$ cat src/hw/rtl/lqsi_pkg.sv
// ---------------------------------------------------------------------------
// lqsi_pkg
// Shared types, sizes and arithmetic helpers for the luma quarter-sample
// interpolator.
// ---------------------------------------------------------------------------
`default_nettype none

package lqsi_pkg;

  localparam int BLOCK_SIZE = 16;
  localparam int WIN_W      = BLOCK_SIZE + 5;
  localparam int COL_W      = $clog2(WIN_W + 1);
  localparam int ADDR_W     = $clog2(WIN_W);
  localparam int POS_W      = 4;
  localparam int TAPS       = 6;
  localparam int LINES      = 5;
  localparam int LINE_W     = 8 * LINES;
  localparam int QDEPTH     = 4;
  localparam int QPTR_W     = $clog2(QDEPTH);
  localparam int ODEPTH     = 8;
  localparam int OPTR_W     = $clog2(ODEPTH);

  typedef logic [7:0]         pix_t;
  typedef logic signed [14:0] tap_t;
  typedef logic signed [20:0] ctr_t;

  typedef enum logic [3:0] {
    POS_INT, POS_A, POS_B, POS_C,
    POS_D,   POS_E, POS_F, POS_G,
    POS_H,   POS_I, POS_J, POS_K,
    POS_N,   POS_P, POS_Q, POS_R
  } frac_pos_t;

  typedef struct packed {
    pix_t [TAPS-1:0][TAPS-1:0] win;
    frac_pos_t                 frac;
    logic [POS_W-1:0]          row;
    logic [POS_W-1:0]          col;
    logic                      last;
  } win_item_t;

  typedef struct packed {
    pix_t             pred;
    logic [POS_W-1:0] row;
    logic [POS_W-1:0] col;
    logic             last;
  } out_item_t;

  typedef struct packed {
    logic                push;
    logic                pop;
  } q_ctrl_t;

  function automatic tap_t tap6_s(pix_t a, pix_t b, pix_t c, pix_t d, pix_t e, pix_t f);
    tap_t sa, sb, sc, sd, se, sf;
    sa = tap_t'({7'd0, a});
    sb = tap_t'({7'd0, b});
    sc = tap_t'({7'd0, c});
    sd = tap_t'({7'd0, d});
    se = tap_t'({7'd0, e});
    sf = tap_t'({7'd0, f});
    return sa + sf - tap_t'(5) * (sb + se) + tap_t'(20) * (sc + sd);
  endfunction

  function automatic ctr_t tap6_w(tap_t a, tap_t b, tap_t c, tap_t d, tap_t e, tap_t f);
    ctr_t wa, wb, wc, wd, we, wf;
    wa = ctr_t'(a);
    wb = ctr_t'(b);
    wc = ctr_t'(c);
    wd = ctr_t'(d);
    we = ctr_t'(e);
    wf = ctr_t'(f);
    return wa + wf - ctr_t'(5) * (wb + we) + ctr_t'(20) * (wc + wd);
  endfunction

  function automatic pix_t clip5(tap_t v);
    logic signed [15:0] t;
    t = 16'(v) + 16'sd16;
    if (t < 0) return 8'd0;
    if (t[15:5] > 11'd255) return 8'd255;
    return t[12:5];
  endfunction

  function automatic pix_t clip10(ctr_t v);
    logic signed [21:0] t;
    t = 22'(v) + 22'sd512;
    if (t < 0) return 8'd0;
    if (t[21:10] > 12'd255) return 8'd255;
    return t[17:10];
  endfunction

  function automatic pix_t avg2(pix_t a, pix_t b);
    logic [8:0] s;
    s = {1'b0, a} + {1'b0, b} + 9'd1;
    return s[8:1];
  endfunction

endpackage

`default_nettype wire

$ cat src/hw/rtl/lqsi_ram.sv
// ---------------------------------------------------------------------------
// lqsi_ram
// Generic single-write, single-read RAM with registered read data.
// ---------------------------------------------------------------------------
`default_nettype none

module lqsi_ram #(
  parameter int WIDTH = 8,
  parameter int DEPTH = 16
) (
  input  wire logic                     clk,
  input  wire logic                     we,
  input  wire logic [$clog2(DEPTH)-1:0] waddr,
  input  wire logic [WIDTH-1:0]         wdata,
  input  wire logic [$clog2(DEPTH)-1:0] raddr,
  output logic      [WIDTH-1:0]         rdata
);

  logic [WIDTH-1:0] mem [DEPTH];

  always_ff @(posedge clk) begin
    if (we) begin
      mem[waddr] <= wdata;
    end
    rdata <= mem[raddr];
  end

endmodule

`default_nettype wire

$ cat src/hw/rtl/lqsi_front.sv
// ---------------------------------------------------------------------------
// lqsi_front
// Sample intake: position counters, five-line delay, 6x6 window and
// classification of which samples produce a prediction.
// ---------------------------------------------------------------------------
`default_nettype none

module lqsi_front import lqsi_pkg::*; (
  input  wire logic            clk,
  input  wire logic            rst,
  input  wire logic            push,
  output logic                 full,
  input  wire pix_t            ref_sample,
  input  wire logic [1:0]      frac_x,
  input  wire logic [1:0]      frac_y,
  input  wire logic            first_of_block,
  input  wire logic [QPTR_W:0] q_count,
  output logic                 q_push,
  output win_item_t            q_item
);

  logic [COL_W-1:0]          win_row, win_col, win_row_next, win_col_next;
  logic [COL_W-1:0]          cur_row, cur_col;
  frac_pos_t                 held_frac, cur_frac;
  logic                      accept;

  logic                      sa_valid, sa_emit, sa_last;
  pix_t                      sa_sample;
  logic [ADDR_W-1:0]         sa_col;
  frac_pos_t                 sa_frac;
  logic [POS_W-1:0]          sa_r, sa_c;
  logic [COL_W-1:0]          r_full, c_full;

  logic [LINE_W-1:0]         line_rd, line_wr;
  pix_t [TAPS-1:0][TAPS-1:0] window, window_next;

  assign full   = ({1'b0, q_count} + (QPTR_W+2)'(sa_valid)) >= (QPTR_W+2)'(QDEPTH);
  assign accept = push && !full;

  assign cur_row  = first_of_block ? '0 : win_row;
  assign cur_col  = first_of_block ? '0 : win_col;
  assign cur_frac = first_of_block ? frac_pos_t'({frac_y, frac_x}) : held_frac;
  assign r_full   = cur_row - COL_W'(5);
  assign c_full   = cur_col - COL_W'(5);

  always_comb begin
    if (cur_col == COL_W'(WIN_W - 1)) begin
      win_col_next = '0;
      win_row_next = (cur_row == COL_W'(WIN_W - 1)) ? '0 : cur_row + COL_W'(1);
    end else begin
      win_col_next = cur_col + COL_W'(1);
      win_row_next = cur_row;
    end
  end

  always_ff @(posedge clk) begin
    if (rst) begin
      win_row   <= '0;
      win_col   <= '0;
      held_frac <= POS_INT;
      sa_valid  <= 1'b0;
    end else begin
      sa_valid <= accept;
      if (accept) begin
        win_row   <= win_row_next;
        win_col   <= win_col_next;
        held_frac <= cur_frac;
      end
    end
  end

  always_ff @(posedge clk) begin
    if (accept) begin
      sa_sample <= ref_sample;
      sa_col    <= cur_col[ADDR_W-1:0];
      sa_emit   <= (cur_row >= COL_W'(5)) && (cur_col >= COL_W'(5));
      sa_frac   <= cur_frac;
      sa_r      <= r_full[POS_W-1:0];
      sa_c      <= c_full[POS_W-1:0];
      sa_last   <= (r_full[POS_W-1:0] == POS_W'(BLOCK_SIZE - 1)) &&
                   (c_full[POS_W-1:0] == POS_W'(BLOCK_SIZE - 1));
    end
  end

  lqsi_ram #(
    .WIDTH (LINE_W),
    .DEPTH (WIN_W)
  ) u_lines (
    .clk   (clk),
    .we    (sa_valid),
    .waddr (sa_col),
    .wdata (line_wr),
    .raddr (cur_col[ADDR_W-1:0]),
    .rdata (line_rd)
  );

  assign line_wr = {sa_sample, line_rd[LINE_W-1:8]};

  always_comb begin
    for (int i = 0; i < TAPS; i++) begin
      for (int j = 0; j < TAPS - 1; j++) begin
        window_next[i][j] = window[i][j+1];
      end
    end
    for (int i = 0; i < LINES; i++) begin
      window_next[i][TAPS-1] = line_rd[8*i +: 8];
    end
    window_next[TAPS-1][TAPS-1] = sa_sample;
  end

  always_ff @(posedge clk) begin
    if (sa_valid) begin
      window <= window_next;
    end
  end

  assign q_push      = sa_valid && sa_emit;
  assign q_item.win  = window_next;
  assign q_item.frac = sa_frac;
  assign q_item.row  = sa_r;
  assign q_item.col  = sa_c;
  assign q_item.last = sa_last;

endmodule

`default_nettype wire

$ cat src/hw/rtl/lqsi_queue.sv
// ---------------------------------------------------------------------------
// lqsi_queue
// Short window queue between intake and filter.
// ---------------------------------------------------------------------------
`default_nettype none

module lqsi_queue import lqsi_pkg::*; (
  input  wire logic      clk,
  input  wire logic      rst,
  input  wire q_ctrl_t   ctrl_in,
  input  wire win_item_t wr_item,
  output win_item_t      rd_item,
  output logic [QPTR_W:0] count
);

  win_item_t         slots [QDEPTH];
  logic [QPTR_W-1:0] wr_ptr, rd_ptr;

  assign rd_item = slots[rd_ptr];

  always_ff @(posedge clk) begin
    if (rst) begin
      wr_ptr <= '0;
      rd_ptr <= '0;
      count  <= '0;
    end else begin
      if (ctrl_in.push) begin
        wr_ptr <= wr_ptr + QPTR_W'(1);
      end
      if (ctrl_in.pop) begin
        rd_ptr <= rd_ptr + QPTR_W'(1);
      end
      count <= count + (QPTR_W+1)'(ctrl_in.push) - (QPTR_W+1)'(ctrl_in.pop);
    end
  end

  always_ff @(posedge clk) begin
    if (ctrl_in.push) begin
      slots[wr_ptr] <= wr_item;
    end
  end

  a_no_overflow: assert property (@(posedge clk) disable iff (rst)
    ctrl_in.push && !ctrl_in.pop |-> count < (QPTR_W+1)'(QDEPTH))
    else $error("window queue overflow");

  a_no_underflow: assert property (@(posedge clk) disable iff (rst)
    ctrl_in.pop |-> count != '0)
    else $error("window queue underflow");

endmodule

`default_nettype wire

$ cat src/hw/rtl/lqsi_back.sv
// ---------------------------------------------------------------------------
// lqsi_back
// Six-tap filter pipeline, quarter-position select and result queue.
// ---------------------------------------------------------------------------
`default_nettype none

module lqsi_back import lqsi_pkg::*; (
  input  wire logic            clk,
  input  wire logic            rst,
  input  wire logic [QPTR_W:0] q_count,
  input  wire win_item_t       q_item,
  output logic                 q_pop,
  input  wire logic            pop,
  output logic                 empty,
  output out_item_t            head
);

  // stage 1: first filter pass
  logic                  s1_valid;
  tap_t [TAPS-1:0]       s1_vert;
  tap_t                  s1_hor2, s1_hor3;
  pix_t                  s1_g, s1_g_right, s1_g_below;
  frac_pos_t             s1_frac;
  logic [POS_W-1:0]      s1_row, s1_col;
  logic                  s1_last;

  // stage 2: half samples
  logic                  s2_valid;
  pix_t                  s2_b, s2_s, s2_h, s2_m;
  ctr_t                  s2_j1;
  pix_t                  s2_g, s2_g_right, s2_g_below;
  frac_pos_t             s2_frac;
  logic [POS_W-1:0]      s2_row, s2_col;
  logic                  s2_last;

  pix_t                  j_val, pred;

  out_item_t             slots [ODEPTH];
  logic [OPTR_W-1:0]     wr_ptr, rd_ptr;
  logic [OPTR_W:0]       ocount;
  logic                  out_pop;

  assign out_pop = pop && !empty;
  assign q_pop   = (q_count != '0) &&
                   (({1'b0, ocount} + (OPTR_W+2)'(s1_valid) + (OPTR_W+2)'(s2_valid))
                    < (OPTR_W+2)'(ODEPTH));

  always_ff @(posedge clk) begin
    if (rst) begin
      s1_valid <= 1'b0;
      s2_valid <= 1'b0;
    end else begin
      s1_valid <= q_pop;
      s2_valid <= s1_valid;
    end
  end

  always_ff @(posedge clk) begin
    for (int k = 0; k < TAPS; k++) begin
      s1_vert[k] <= tap6_s(q_item.win[0][k], q_item.win[1][k], q_item.win[2][k],
                           q_item.win[3][k], q_item.win[4][k], q_item.win[5][k]);
    end
    s1_hor2    <= tap6_s(q_item.win[2][0], q_item.win[2][1], q_item.win[2][2],
                         q_item.win[2][3], q_item.win[2][4], q_item.win[2][5]);
    s1_hor3    <= tap6_s(q_item.win[3][0], q_item.win[3][1], q_item.win[3][2],
                         q_item.win[3][3], q_item.win[3][4], q_item.win[3][5]);
    s1_g       <= q_item.win[2][2];
    s1_g_right <= q_item.win[2][3];
    s1_g_below <= q_item.win[3][2];
    s1_frac    <= q_item.frac;
    s1_row     <= q_item.row;
    s1_col     <= q_item.col;
    s1_last    <= q_item.last;
  end

  always_ff @(posedge clk) begin
    s2_b       <= clip5(s1_hor2);
    s2_s       <= clip5(s1_hor3);
    s2_h       <= clip5(s1_vert[2]);
    s2_m       <= clip5(s1_vert[3]);
    s2_j1      <= tap6_w(s1_vert[0], s1_vert[1], s1_vert[2],
                         s1_vert[3], s1_vert[4], s1_vert[5]);
    s2_g       <= s1_g;
    s2_g_right <= s1_g_right;
    s2_g_below <= s1_g_below;
    s2_frac    <= s1_frac;
    s2_row     <= s1_row;
    s2_col     <= s1_col;
    s2_last    <= s1_last;
  end

  assign j_val = clip10(s2_j1);

  always_comb begin
    unique case (s2_frac)
      POS_INT: pred = s2_g;
      POS_A:   pred = avg2(s2_g, s2_b);
      POS_B:   pred = s2_b;
      POS_C:   pred = avg2(s2_g_right, s2_b);
      POS_D:   pred = avg2(s2_g, s2_h);
      POS_E:   pred = avg2(s2_b, s2_h);
      POS_F:   pred = avg2(s2_b, j_val);
      POS_G:   pred = avg2(s2_b, s2_m);
      POS_H:   pred = s2_h;
      POS_I:   pred = avg2(s2_h, j_val);
      POS_J:   pred = j_val;
      POS_K:   pred = avg2(j_val, s2_m);
      POS_N:   pred = avg2(s2_g_below, s2_h);
      POS_P:   pred = avg2(s2_h, s2_s);
      POS_Q:   pred = avg2(j_val, s2_s);
      POS_R:   pred = avg2(s2_m, s2_s);
      default: pred = s2_g;
    endcase
  end

  assign empty = (ocount == '0);
  assign head  = slots[rd_ptr];

  always_ff @(posedge clk) begin
    if (rst) begin
      wr_ptr <= '0;
      rd_ptr <= '0;
      ocount <= '0;
    end else begin
      if (s2_valid) begin
        wr_ptr <= wr_ptr + OPTR_W'(1);
      end
      if (out_pop) begin
        rd_ptr <= rd_ptr + OPTR_W'(1);
      end
      ocount <= ocount + (OPTR_W+1)'(s2_valid) - (OPTR_W+1)'(out_pop);
    end
  end

  always_ff @(posedge clk) begin
    if (s2_valid) begin
      slots[wr_ptr] <= '{pred: pred, row: s2_row, col: s2_col, last: s2_last};
    end
  end

  a_out_bound: assert property (@(posedge clk) disable iff (rst)
    ocount <= (OPTR_W+1)'(ODEPTH))
    else $error("result queue overflow");

  a_fill_follows: assert property (@(posedge clk) disable iff (rst)
    q_pop |=> ##1 s2_valid)
    else $error("filter stage lost a transfer");

endmodule

`default_nettype wire

$ cat src/hw/rtl/luma_quarter_sample_interpolator_top.sv
// ---------------------------------------------------------------------------
// luma_quarter_sample_interpolator_top
// Quarter-sample luma interpolator for one block from a streamed window.
//
//   channel   direction  handshake    payload
//   samples   in         push / full  ref_sample, frac_x, frac_y, first_of_block
//   results   out        pop / empty  pred_sample, out_row, out_col, last_of_block
//
// One sample transfer per cycle while full is low. Each sample that yields a result
// passes the intake stage with the registered line RAM read, the window queue,
// the two filter stages and the result queue before the result leaves.
// Reset clears counters, fraction and queues; window and line RAM are not
// cleared. full rises once the window queue and intake stage hold QDEPTH
// items; results stall only on pop.
// ---------------------------------------------------------------------------
`default_nettype none

module luma_quarter_sample_interpolator_top import lqsi_pkg::*; (
  input  wire logic             clk,
  input  wire logic             rst,
  input  wire logic             push,
  output logic                  full,
  input  wire logic [7:0]       ref_sample,
  input  wire logic [1:0]       frac_x,
  input  wire logic [1:0]       frac_y,
  input  wire logic             first_of_block,
  output logic                  empty,
  input  wire logic             pop,
  output logic [7:0]            pred_sample,
  output logic [POS_W-1:0]      out_row,
  output logic [POS_W-1:0]      out_col,
  output logic                  last_of_block
);

  q_ctrl_t         qc;
  logic            q_push, q_pop;
  logic [QPTR_W:0] q_count;
  win_item_t       q_wr, q_rd;
  out_item_t       head;

  assign qc = '{push: q_push, pop: q_pop};

  lqsi_front u_front (
    .clk            (clk),
    .rst            (rst),
    .push           (push),
    .full           (full),
    .ref_sample     (ref_sample),
    .frac_x         (frac_x),
    .frac_y         (frac_y),
    .first_of_block (first_of_block),
    .q_count        (q_count),
    .q_push         (q_push),
    .q_item         (q_wr)
  );

  lqsi_queue u_queue (
    .clk     (clk),
    .rst     (rst),
    .ctrl_in (qc),
    .wr_item (q_wr),
    .rd_item (q_rd),
    .count   (q_count)
  );

  lqsi_back u_back (
    .clk     (clk),
    .rst     (rst),
    .q_count (q_count),
    .q_item  (q_rd),
    .q_pop   (q_pop),
    .pop     (pop),
    .empty   (empty),
    .head    (head)
  );

  assign pred_sample   = head.pred;
  assign out_row       = head.row;
  assign out_col       = head.col;
  assign last_of_block = head.last;

endmodule

`default_nettype wire

$ cat config.mk
export PLATFORM = sky130hd
export DESIGN_NAME = luma_quarter_sample_interpolator_top
export DESIGN_NICKNAME = d
export VERILOG_FILES = /design/src/hw/rtl/lqsi_pkg.sv /design/src/hw/rtl/lqsi_ram.sv /design/src/hw/rtl/lqsi_front.sv /design/src/hw/rtl/lqsi_queue.sv /design/src/hw/rtl/lqsi_back.sv /design/src/hw/rtl/luma_quarter_sample_interpolator_top.sv
export SDC_FILE = /design/constraint.sdc
export NUM_CORES = 2
export LEC_CHECK = 0
export BUFFER_PORTS_ARGS = -buffer_cell sky130_fd_sc_hd__buf_2
export CAP_MARGIN = 20
export CORE_ASPECT_RATIO = 1.75
export CORE_MARGIN = 3
export CORE_UTILIZATION = 55
export CTS_BUF_LIST = sky130_fd_sc_hd__clkbuf_16
export DETAILED_ROUTE_END_ITERATION = 10
export GPL_TIMING_DRIVEN = 0
export PLACE_DENSITY = 0.74
export RECOVER_POWER = 25
export SLEW_MARGIN = 20
export SYNTH_ARGS = -nofsm -noshare
export SYNTH_HDL_FRONTEND = slang
export SYNTH_SLANG_ARGS = --single-unit
$ cat constraint.sdc
create_clock -name clk -period 12.3 [get_ports clk]
set_input_delay 0 -clock clk [delete_from_list [all_inputs] [get_ports clk]]
set_output_delay 0 -clock clk [all_outputs]
set_load 0.01 [all_outputs]
Word level (Yosys, flattened, before mapping)

Memories as Yosys holds them, arrays and structs flattened. A register that Yosys moved wholly into a read port is not among the register bits.
Cells that the tools add are included.

Register bits: 548
RAM bits: 2180
Input port bits: 17
Output and inout bits: 19
Logic and storage cells: 282
Memories: 3

$add $sub $neg: 89
Multiply operators: 18
$lt $le $gt $ge: 14
Equal/unequal tests: 19
Mux-type cells: 52
Reductions and logical operators: 11

Memories:

| name                | depth | bits a word | rd ports | clocked after Yosys merged registers in | wr ports | RTL line         | text |
|---|---|---|---|---|---|---|---|
| u_queue.slots       | 4     | 301         | 1        | 1                                       | 1        | lqsi_queue.sv:16 | `win_item_t slots [QDEPTH];` |
| u_front.u_lines.mem | 21    | 40          | 1        | 1                                       | 1        | lqsi_ram.sv:19   | `logic [WIDTH-1:0] mem [DEPTH];` |
| u_back.slots        | 8     | 17          | 1        | 1                                       | 1        | lqsi_back.sv:38  | `out_item_t slots [ODEPTH];` |

Operator list:

| operator                                                        | number |
|---|---|
| adder 8 x 8 -> 9 bit                                            | 36 |
| two-way mux 8 bit                                               | 20 |
| one-hot mux 8 bit (16 select lines)                             | 1 |
| adder 15 bit                                                    | 8 |
| multiplier 4 x 15 -> 13 bit (first input constant)              | 8 |
| multiplier 4 x 15 -> 15 bit (first input constant)              | 8 |
| subtractor 15 bit                                               | 8 |
| adder 9 x 1 -> 9 bit (second input constant)                    | 12 |
| adder 15 x 6 -> 16 bit (second input constant)                  | 4 |
| < comparator 16 x 1 -> 1 bit (second input constant)            | 4 |
| adder 15 x 15 -> 16 bit                                         | 3 |
| greater-than comparator 11 x 8 -> 1 bit (second input constant) | 4 |
| equality test 4 bit (second input constant)                     | 10 |
| two-way mux 5 bit                                               | 5 |
| adder 21 x 11 -> 22 bit (second input constant)                 | 1 |
| < comparator 22 x 1 -> 1 bit (second input constant)            | 1 |
| adder 21 bit                                                    | 1 |
| multiplier 4 x 21 -> 19 bit (first input constant)              | 1 |
| multiplier 4 x 21 -> 21 bit (first input constant)              | 1 |
| two-way mux 1 bit                                               | 21 |
| subtractor 21 bit                                               | 1 |
| equality test 4 x 3 -> 1 bit (second input constant)            | 4 |
| greater-than comparator 12 x 8 -> 1 bit (second input constant) | 1 |
| adder 5 x 1 -> 5 bit (second input constant)                    | 2 |
| other kinds (23)                                                | 38 |

Depth between registers and ports, before layout

Depth in word-level cells: 9
Depth in mapped cells: 32
Gate-level depth less buffers: 32

Cells and area by module

From an unflattened synthesis, not the netlist that was laid out.

Cell total of the unflattened synthesis: 7924
Area, all modules: 125865.7 um2

Modules (own cells, without submodules):

| module     | times used | cells an instance | area an instance (um2) | seq. area each (um2) |
|---|---|---|---|---|
| lqsi_queue | 1          | 1612              | 44181.1                | 36334.8 |
| lqsi_back  | 1          | 4213              | 39339.0                | 8988.6 |
| lqsi_ram   | 1          | 1693              | 33235.6                | 26025.0 |
| lqsi_front | 1          | 406               | 9110.0                 | 8318.0 |

Least setup slack after synthesis

No wires, ideal clock.

Kind: register to register
From: register u_front.sa_valid
To: memory u_queue.slots[0][0] (netlist bit), enable pin
Data arrival time: 12917 ps
Required time: 11597 ps
Slack: -1321 ps
Stages on the path, launching flop included: 3
Buffers on the path: 1
Clock period less this slack: 13621 ps
Cell sequence: dfxtp_1 -> clkbuf_1 -> and3_1

Word-level cells in the longest chain between the ends: 3

RTL lines:

| what                                    | RTL line          | text |
|---|---|---|
| start, declared                         | lqsi_front.sv:27  | `logic sa_valid, sa_emit, sa_last;` |
| start signal, assigned                  | lqsi_front.sv:63  | `sa_valid <= accept;` |
| logical AND 1 bit                       | lqsi_front.sv:117 | `assign q_push = sa_valid && sa_emit;` |
| two-way mux 1 bit                       | lqsi_queue.sv:38  | `if (ctrl_in.push) begin` |
| two-way mux 1 bit (implied by the code) | lqsi_queue.sv:39  | `slots[wr_ptr] <= wr_item;` |
| end, declared                           | lqsi_queue.sv:16  |  |

No other way between the ends.

==> reports/metrics.yaml <==
status:
  outcome: "finished, violations left"
  violations: "max-capacitance violations, max-slew violations"
layout:
  register_area_mm2: 0.0797
  nFillCells: 16300
  fin_util_pct: 61.7
  multi_input_area_mm2: 0.0431
  drive_gt1_share_pct: 11.0
  final_cells: 11900
  final_net_count: 9737
  syn2layout_area_growth_pct: 11.4
floorplanning:
  pin_count: 36
  die_area_mm2: 0.234
  die_x_um: 367
  row_count: 231
  start_util_pct: 55.4
  chipHeight_um: 638
  core_area_mm2: 0.227
grt:
  grt_max_degree: 49
  antenna_found_initial: 21
  grt.total_usage_pct: 29.0
  grt_pass1_vias: 75500
  grt_pass1_wl_um: 492000
  gr-total-overflow: 0
route:
  vias: 72100
  antenna_left: 0
  vias_per_cell: 6.06
  drt_pass1_iterations: 6
  wire_per_inst_um: 28.5
  routed_wirelength_um: 339000
  drc: 0
  drtIter0Drc: 5963
sta:
  setup_viol: 0
  timing.fmax_mhz: 115
  finalCritPeriodShare_pct: 70.9
  fin_crit_ps: 8720
  slew_violations: 26
  rsz0062_at_grt: "no"
  hold_viol: 0
  skew_ps: 87.8
  slew-limit-headroom_pct: -9.43
  tightest_slew_ps: 1640
  hold-worst-slack_ps: 70.7
clocking:
  cts_tree: "done"
  htree_levels: 4
  cts-root-buf: "clkbuf_16"
  cts_resized: 0
  numCtsBuffers: 233
  clock_latency_ps: 930
  cts.clk_slew.worst_paths_ps: 70
  clock_sinks: 2756
  ctsLongestPathBuffers: 4
place:
  placed_cells: 11400
  post-dp-hpwl_um: 254000
  portBuffers: 34
  gp_congestion: 0.970
critical_path:
  crit_path_start_kind: "register"
  worstSetupPathType: "reg -> reg"
  cp_max_fo: 10
  crit_arrival_ps: 9490
  end_kind: "register"
  critical_path_required_ps: 13070
yosys:
  synth_edf_count: 2447
  ys_ff_latch: 2756
  async_reset_ff_share_pct: 0
  synth_nets: 9333
  yosysMostFrequentCell: "edfxtp_1"
  synth_top_area_share_pct: 58.5
  synth_area_mm2: 0.126
  synthTopCellsByCount: "edfxtp_1 (2,447), ha_1 (854), inv_1 (589)"
  synthFlopType: "edfxtp_1"
  ys_warn_count: 0
  syn_inst: 8270
  synth_area_leaders: "edfxtp_1 (58%), ha_1 (8.5%), mux4_2 (6.0%)"
  syn_area_per_cell_um2: 15.2
  synth_top_area_cell: "edfxtp_1"
  yosysSeqAreaShare_pct: 63.4
  yosysUniqueCellTypes: 80
run:
  max-cap-violations: 1
hold_path:
  hp-class: "in -> reg"
  min_from: "frac_y[0]"
==> placed cells by master, fill, tap and decap left out, drive strengths merged, types with 35 or more instances in the layout <==
cell,Yosys,final
mux4,335,335
a211oi,58,58
a221o,35,35
clkbuf,173,422
o21bai,117,117
inv,590,646
edfxtp,2447,2447
nor3,58,58
a31oi,90,90
nand2b,70,70
fa,192,192
dfxtp,309,309
a2111oi,48,48
buf,74,208
ha,854,854
nand3,84,84
nand2,510,510
a22o,36,36
clkinv,3,86
o22ai,63,63
xor2,107,107
o21ai,189,189
nor2,308,308
a221oi,48,48
a21o,80,80
xnor2,325,325
mux2i,229,229
a21oi,472,472
nor2b,109,109
==> sequential cells by signal, summed over array words and instances (netlist names), 11 cells and up, named ones only <==
signal	count
u_front.u_lines.rdata	40
u_back.slots	136
u_back.s1_hor3	11
u_front.u_lines.mem	840
u_front.q_item	240
u_back.s2_j1	12
u_back.s1_hor2	11
u_back.s1_vert	90
u_queue.slots	1204
==> timing repair <==
item | 4_1_cts | 5_1_grt
buffers inserted | 0 | 0
endpoints found under the hold margin | 36 | 0
hold buffers | 26 | 0
setup endpoints to repair | 0 | 0
==> cell families (layout without fill, tap and decap cells) <==
group	Yosys count	in the layout	share of synthesized area (%)
adder cells (fa/ha/maj)	1046	1046	11.6
multiplexers	587	587	8.04
AO/OA/AOI/OAI	1354	1354	6.92
XOR/XNOR	434	434	3.05
other	0	8	0
flip-flops	2756	2756	63.4
AND/OR/NAND/NOR	1253	1253	4.51
buffers and inverters	840	1427	2.51
==> final timing paths <==
check | end | cells past startpoint | slack, ps
max | u_back.s1_vert[59] | 25 | 3580
min | u_front.sa_frac[2] | 3 | 70
max reg2reg | u_back.s1_vert[59] | 25 | 3580
min reg2reg | u_back.s2_frac[1] | 0 | 330
==> worst max-delay path: stages (launching register included) <==
cell	delay, ps
dfxtp_1	310
clkbuf_1	160
clkbuf_1	560
buf_2	620
mux4_2	600
ha_1	250
fa_1	450
a21oi_1	640
nor2_1	80
nor2_1	180
o21bai_1	90
a21oi_1	300
xnor2_1	550
ha_1	390
ha_1	270
inv_1	60
fa_1	500
fa_1	490
ha_1	350
inv_1	60
o21bai_1	100
a211o_1	340
a2111oi_0	650
o31ai_1	160
a21oi_1	200
xnor2_1	170
==> per-stage QoR <==
step / area, um^2 / TNS [ps] / worst slack, ps
after detailed placement: 132000 / 0 / 3560
after floorplan: 126000 / 0 / 2160
final: 140000 / 0 / 3580
after global placement: 130000 / -7812970 / -4930
after global routing: 140000 / 0 / 3370
after CTS: 140000 / 0 / 3460
==> layout make-up <==
cell class              count  area share [%]
repair buffers            169            1.83
inverters                 593            1.59
diodes                      8          0.0143
flip-flops and latches   2756            57.0
multi-input cells        4674            30.8
clock buffers             240            4.29
clock inverters           178            1.09
plain buffers             247           0.690
well taps                3029            2.71
==> routing by layer <==
metal | vias to the layer above | GRT usage (%) | wire length, um
met1 | 36000 | 28.7 | 106000
met3 | 1206 | 3.79 | 17400
li1 | 32000 | - | -
met2 | 2894 | 52.4 | 177000
met5 | - | 0 | 24
met4 | 4 | 26.7 | 39000
Power is not shown: default switching activity piles up to over one toggle a cycle in this logic, so the estimate is an artifact.
